<file path="src/hw/rtl/rba_pkg.sv">
// shared types and constants for the region bump allocator
`timescale 1ns / 1ps
`default_nettype none

package rba_pkg;

  localparam int MAX_REGIONS = 256;
  localparam int IDX_W       = $clog2(MAX_REGIONS);
  localparam int CNT_W       = 9;
  localparam int ADDR_W      = 32;
  localparam int SIZE_W      = ADDR_W + 1;
  localparam int PAGE_BYTES  = 4096;
  localparam int ALIGN_BYTES = 32;

  typedef enum logic [1:0] {
    REQ_LOAD  = 2'd0,
    REQ_ALIGN = 2'd1,
    REQ_PAGE  = 2'd2,
    REQ_NOP   = 2'd3
  } rba_req_t;

  typedef enum logic [1:0] {
    RES_OK,
    RES_FAIL,
    RES_ADDR
  } rba_res_t;

  typedef struct packed {
    rba_req_t            req_type;
    logic [IDX_W-1:0]    region_index;
    logic [ADDR_W-1:0]   region_base;
    logic [ADDR_W-1:0]   region_length;
    logic                region_available;
    logic [ADDR_W-1:0]   alloc_size;
  } rba_in_t;

  typedef struct packed {
    logic                status;
    logic [ADDR_W-1:0]   address;
  } rba_out_t;

  typedef struct packed {
    logic [ADDR_W-1:0]   base;
    logic [ADDR_W-1:0]   length;
    logic                available;
  } rba_ent_t;

  typedef struct packed {
    logic     cap;
    logic     load;
    logic     scan;
    logic     bump;
    logic     emit;
    rba_res_t res_sel;
  } rba_cmd_t;

  typedef struct packed {
    logic fit;
    logic scan_end;
  } rba_sts_t;

endpackage

`default_nettype wire

</file>
<file path="src/hw/rtl/rba_ctrl.sv">
// request sequencer for the region bump allocator
`timescale 1ns / 1ps
`default_nettype none

module rba_ctrl (
  input  wire logic              clk,
  input  wire logic              rst_n,
  input  wire logic              start,
  input  wire rba_pkg::rba_req_t req_type,
  input  wire rba_pkg::rba_sts_t sts,
  output rba_pkg::rba_cmd_t      cmd,
  output logic                   busy,
  output logic                   out_valid
);
  import rba_pkg::*;

  typedef enum logic [1:0] {
    S_IDLE,
    S_SCAN,
    S_BUMP
  } state_t;

  state_t state_r;
  state_t state_nxt;
  logic   out_valid_r;

  always_comb begin
    cmd       = '{cap: 1'b0, load: 1'b0, scan: 1'b0, bump: 1'b0, emit: 1'b0,
                  res_sel: RES_OK};
    state_nxt = state_r;
    unique case (state_r)
      S_IDLE: begin
        if (start) begin
          unique case (req_type)
            REQ_LOAD: begin
              cmd.load = 1'b1;
              cmd.emit = 1'b1;
            end
            REQ_ALIGN, REQ_PAGE: begin
              cmd.cap   = 1'b1;
              state_nxt = S_SCAN;
            end
            default: begin
              cmd.emit = 1'b1;
            end
          endcase
        end
      end
      S_SCAN: begin
        cmd.scan = 1'b1;
        if (sts.fit) begin
          state_nxt = S_BUMP;
        end else if (sts.scan_end) begin
          cmd.emit    = 1'b1;
          cmd.res_sel = RES_FAIL;
          state_nxt   = S_IDLE;
        end
      end
      S_BUMP: begin
        cmd.bump    = 1'b1;
        cmd.emit    = 1'b1;
        cmd.res_sel = RES_ADDR;
        state_nxt   = S_IDLE;
      end
      default: begin
        state_nxt = S_IDLE;
      end
    endcase
  end

  always_ff @(posedge clk) begin
    if (!rst_n) begin
      state_r     <= S_IDLE;
      out_valid_r <= 1'b0;
    end else begin
      state_r     <= state_nxt;
      out_valid_r <= cmd.emit;
    end
  end

  assign busy      = (state_r != S_IDLE);
  assign out_valid = out_valid_r;

endmodule

`default_nettype wire

</file>
<file path="config.mk">
export PLATFORM = sky130hd
export DESIGN_NAME = rba_ctrl
export DESIGN_NICKNAME = d
export VERILOG_FILES = /design/src/hw/rtl/rba_pkg.sv /design/src/hw/rtl/rba_ctrl.sv
export SDC_FILE = /design/constraint.sdc
export NUM_CORES = 1
export LEC_CHECK = 0
export BUFFER_PORTS_ARGS = -buffer_cell sky130_fd_sc_hd__buf_4
export CORE_AREA = 5 5 42 44
export CTS_BUF_LIST = sky130_fd_sc_hd__clkbuf_4
export DETAILED_ROUTE_END_ITERATION = 8
export DIE_AREA = 0 0 47 49
export HOLD_SLACK_MARGIN = 0.03
export SETUP_SLACK_MARGIN = 0.15
export SLEW_MARGIN = 20
export SYNTH_ARGS = -nofsm -noshare
export SYNTH_HDL_FRONTEND = slang
export SYNTH_SLANG_ARGS = --single-unit
</file>
<file path="constraint.sdc">
create_clock -name clk -period 1.6 [get_ports clk]
set_input_delay 0.16 -clock clk [delete_from_list [all_inputs] [get_ports clk]]
set_output_delay 0.16 -clock clk [all_outputs]
set_load 0.05 [all_outputs]
</file>
==> results of run 1 <==
==> layout make-up <==
type                    instances  share of cell area, %
repair buffers                 18                  28.43
inverters                       7                  5.736
multi-input cells              22                  42.89
flip-flops and latches          3                  12.97
well taps                      16                  3.990
clock buffers                   4                  5.985
==> logic make-up (layout without fill, tap and decap cells) <==
logic type | Yosys count | after routing | synth area share [%]
and+or+nand+nor | 12 | 12 | 24.64
buffers and inverters | 8 | 29 | 12.80
adders and majority gates | 6 | 6 | 28.44
AOI/OAI and AO/OA | 3 | 3 | 7.587
DFF | 3 | 3 | 22.75
muxes | 1 | 1 | 3.792
==> timing repair <==
| item | 4_1_cts | 5_1_grt |
|---|---|---|
| setup endpoints to repair | 4 | 2 |
| setup buffers | 3 | 0 |
| pin swaps | 3 | 2 |
| resized for setup | 5 | 0 |
==> worst paths after layout <==
check,from,to,slack [ns],depth (start not counted)
setup / recovery,state_r[1],cmd[2],0.10,5
hold / removal,rst_n,out_valid,0.18,2
setup reg to reg,state_r[0],state_r[0],0.33,5
hold reg to reg,state_r[0],state_r[0],0.51,2
==> synthesized netlist by cell type, drive strengths merged, types with 2 or more instances <==
cell | number | share of area [%]
inv | 7 | 10
and3 | 2 | 4.7
nand3b | 2 | 5.7
dfxtp | 3 | 23
ha | 6 | 28
nor2 | 2 | 2.8
nand2 | 3 | 4.3
==> worst register-to-register path: cells and delay by family (launching register included) <==
family,cells,cell delay (ns)
AND/OR/NAND/NOR,1,0.19
AO/OA/AOI/OAI,1,0.15
flip-flops,1,0.38
buffers and inverters,1,0.06
multiplexers,1,0.20
adder cells (fa/ha/maj),1,0.21
==> metal layers <==
layer	routed length, um	global-route usage, %	vias to the layer above
li1	-	-	147
met5	0	0	-
met1	217	6.798	133
met3	37	1.107	0
met2	405	11.31	4
met4	0	5.530	0
==> stage by stage <==
stage          hold slack (ns)  std cells  setup slack, ns  power, mW  instance area (um^2)
6_report                0.1830         70           0.1047     0.8816                 501.7
5_1_grt                 0.2024         70          0.05309     0.9435                 501.7
4_1_cts                 0.1780         70          0.08941     0.8946                 501.7
3_5_place_dp            0.4174         63           0.1999     0.6781                 437.9
3_3_place_gp            0.4149         63           0.2289     0.6736                 437.9
2_1_floorplan           0.2873         33           0.1523     0.5625                 312.8
==> sequential cells by signal, indices dropped and copies added, names as in the netlist <==
signal     cells
out_valid      1
state_r        2
==> power by group <==
part | internal (mW) | switching (mW) | total (mW)
logic | 0.229 | 0.371 | 0.599
clock network | 0.111 | 0.0412 | 0.152
registers | 0.102 | 0.0286 | 0.131
total | 0.441 | 0.440 | 0.882
==> impl_results.md, run 1 <==
- Filler cells: 154
- Final period util: 93.46%
- Max VDD drop: 0.4734 mV
- Status: completed
- Buf+Inv Stages, Crit Path: 2
- Worst Setup Start Kind: register
- Number of synthesized flops with an enable pin: 0
- DIE HEIGHT: 49 um
- F_max: 668.7 MHz
- Yosys warns: 0
- Vias in the first global route: 280
- Slowest-stage cell, CP: dfxtp_4
- DRT Wirelength: 660 um
- Class of the worst hold path: in2reg
- Via count: 284
- Die width: 47 um
- Root Buffer: clkbuf_4
- Synthesized flop and latch total: 3
- Crit end category: output port
- Per-cell routed wire length: 9.429 um
- I/O pin cnt: 16
- Slew HR: 80.77%
- GRT overflow: 0
- Worst-path clk slew: 0.04 ns
- Sink Count: 3
- CP Cell Sequence: inv_4, ha_4, nand3b_1, a31oi_4, buf_6
- # H-tree levels: 1
- RSZ-0062 raised after global routing: yes
- Pwr Density: 1757 nW/um^2
- Most used DFF post-synth: dfxtp_1
- Worst slew pin tran: 0.2858 ns
- Final Util: 35.80%
- FF/Latch Area: 65.06 um^2
- CTS Hold Bufs: 0
- Seq/Total Area, Yosys: 22.75%
- Port bufs: 15
- GP Congestion: 0.6554
- Core ar.: 1401 um^2
- Unique masters post-synth: 15
- Most frequent cells in the layout: buf_4 (16), inv_1 (5), clkbuf_4 (4)
- Worst path arrival time: 1.34 ns
- Nets: 68
- Layout cells sized above 1: 57.41%
- Slowest stage delay, CP: 0.35 ns
- Antenna diodes: 0
- Fin. max-slew vios: 0
- Row count: 14
- Avg Cell Area, Syn: 8.000 um^2
- Initial DRC count: 3
- Final setup fails: 0
- Detailed Place HPWL: 550.2 um
- Clk Latency, worst-skew pair: 0.23 ns
- Setup CP Type: reg2out
- Synthesized instance count: 33
- Routed vias/inst: 4.057
- Synth Cell Area: 264.0 um^2
- Fin Clk Skew: 0.005242 ns
- Antenna violations before repair: 0
- Total CTS buffers: 3
- Longest Clk Path Bufs: 2
- Area of the multi-input gates: 215.2 um^2
- CP Data Required Time: 1.44 ns
- Post-route ant nets: 0
- Post-route setup TNS: 0 ns
- Static Leak: 0.2480 nW
- Ys async rst share: 0%
- Final min period: 1.495 ns
- GRT Total Usage: 6.756%
- Initial Util: 18.84%
- Max FO, Critical Path: 3
- Area Overhead vs Synth: 90.05%
- Most common cell after layout, fill and taps aside: buf_4
- Syn_nets: 46
- First-pass GRT wire length: 1.145 mm
- CTS tree: built
- Post-route DRC: 0
- Largest net degree at the start of global routing: 6
- Fin. Hold Viols: 0
- Die Area: 2303 um^2
- Delay-heaviest family, CP: flip-flops
- Maxcap violations: 0
- DR pass1 iterations: 2
Note: power is estimated with default switching activity, not from simulation.
==> run 2, diff against run 1 <==
CORE_AREA = 3 3 40 42   (was 5 5 42 44)
DIE_AREA = 0 0 43 45   (was 0 0 47 49)
==> run 2 against run 1 <==
Design area increased by 2.7%. Setup slack improved by 0.014 ns. Sequential power increased by 9.9%. Flip-flop and latch count unchanged. Global-route usage increased by 1.5 points. Die area decreased by 16%. First-iteration DRC count unchanged. Critical path depth increased by 1. Worst hold slack got worse by 0.0049 ns. Critical path type unchanged. Via count decreased by 1.4%. Clock-buffer cell count unchanged. Maximum frequency increased by 0.97%.
==> impl_results.md, run 2 (synthesized netlist as in run 1, its figures left out) <==
- Pwr Density: 1774 nW/um^2
- Worst path arrival time: 1.32 ns
- Worst slew pin tran: 0.2629 ns
- Die width: 43 um
- Class of the worst hold path: in2reg
- Root Buffer: clkbuf_4
- Final WS setup: 0.1190 ns
- Antenna diodes: 0
- Fin. Hold Viols: 0
- Max FO, Critical Path: 3
- Via count: 280
- Slew HR: 82.32%
- Fin. max-slew vios: 0
- Core ar.: 1285 um^2
- Fin Clk Skew: 0.0008251 ns
- RSZ-0062 raised after global routing: yes
- Post-route DRC: 0
- Post-route ant nets: 0
- Total CTS buffers: 3
- DRT Wirelength: 707 um
- Row count: 13
- Die Area: 1935 um^2
- Port bufs: 15
- R2R Setup Slk: 0.26 ns
- Detailed Place HPWL: 517.6 um
- Largest reg by FF count: state_r
- Worst Setup Start Kind: register
- GRT overflow: 0
- Routed vias/inst: 4.058
- Max VDD drop: 0.4467 mV
- Hold Path Cell Cnt: 2
- Crit end category: output port
- Final period util: 92.56%
- I/O pin cnt: 16
- Layout cells sized above 1: 59.26%
- Per-cell routed wire length: 10.25 um
- Vias in the first global route: 261
- Maxcap violations: 0
- Worst-path clk slew: 0.04 ns
- Initial DRC count: 3
- Largest net degree at the start of global routing: 6
- Nets: 68
- F_max: 675.2 MHz
- Most frequent cells in the layout: buf_4 (16), inv_1 (4), clkbuf_4 (4)
- Status: completed
- Longest Clk Path Bufs: 2
- Most common cell after layout, fill and taps aside: buf_4
- Max reg flops: 2
- Antenna violations before repair: 0
- Cells on worst reg2reg path: 6
- GP Congestion: 0.6016
- Filler cells: 126
- Setup WS pre-CTS: 0.1783 ns
- Sink Count: 3
- Area Overhead vs Synth: 95.26%
- Clk Latency, worst-skew pair: 0.23 ns
- CP Data Required Time: 1.44 ns
- Static Leak: 0.2503 nW
- Post-route setup TNS: 0 ns
- DIE HEIGHT: 45 um
- Hold Slack: 0.1780 ns
- # H-tree levels: 1
- Final setup fails: 0
- GRT Total Usage: 8.306%
- Final min period: 1.481 ns
- Setup CP Type: reg2out
- CTS tree: built
- Initial Util: 20.55%
- DR pass1 iterations: 3
- First-pass GRT wire length: 1.110 mm
## run 2: cell types whose count changed in the layout (fill, tap and decap cells not counted)
cell,before,now
dfxtp_2,1,0
dfxtp_4,1,2
ha_2,1,0
ha_4,2,3
inv_1,5,4
inv_4,1,2
## run 2: repair_timing
action | in CTS | in global routing
hold buffers | 0 | 0
endpoints found under the setup margin | 4 | 2
setup buffers | 3 | 0
pin swaps | 3 | 3
resized for setup | 6 | 3
## run 2: stage by stage
stage | instance area [um^2] | util [%] | power (mW) | cells
floorplan | 312.8 | - | 0.5625 | 33
global route | 515.5 | 40.12 | 0.9748 | 69
detailed placement | 436.7 | 33.98 | 0.6796 | 62
finish | 515.5 | 40.12 | 0.9144 | 69
CTS | 510.5 | 39.73 | 0.9032 | 69
global placement | 436.7 | 33.98 | 0.6771 | 62
## run 2: cell type report
| cell class | instances | area (um^2) | share of cell area [%] |
|---|---|---|---|
| multi-input combinational | 22 | 225.2 | 43.69 |
| timing repair buffer | 18 | 142.6 | 27.67 |
| clock buffer | 4 | 30.03 | 5.825 |
| tap | 15 | 18.77 | 3.641 |
| sequential | 3 | 67.56 | 13.11 |
| inverter | 7 | 31.28 | 6.068 |
## run 2: power by group
part	internal [mW]	switching, mW
clock	0.111	0.0429
sequential	0.108	0.0364
combinational	0.235	0.382
total	0.453	0.461
## run 2: metal layers
metal,routed length (um),track usage [%],vias to the layer above
met5,0,0,-
met1,273,7.656,123
met3,40,4.781,0
met4,0,5.422,0
li1,-,-,151
met2,392,14.07,6
## run 2: worst paths after layout
check                           startpoint    endpoint
worst max-delay path            state_r[1]      cmd[0]
worst min-delay path                 rst_n   out_valid
worst max register to register  state_r[1]  state_r[0]
worst min register to register  state_r[0]  state_r[0]
## run 2: worst max-delay path, cell delays in order (launching register included)
cell,delay [ns]
dfxtp_4,0.36
inv_4,0.05
buf_4,0.12
ha_1,0.27
inv_2,0.03
nor2_2,0.08
buf_6,0.17
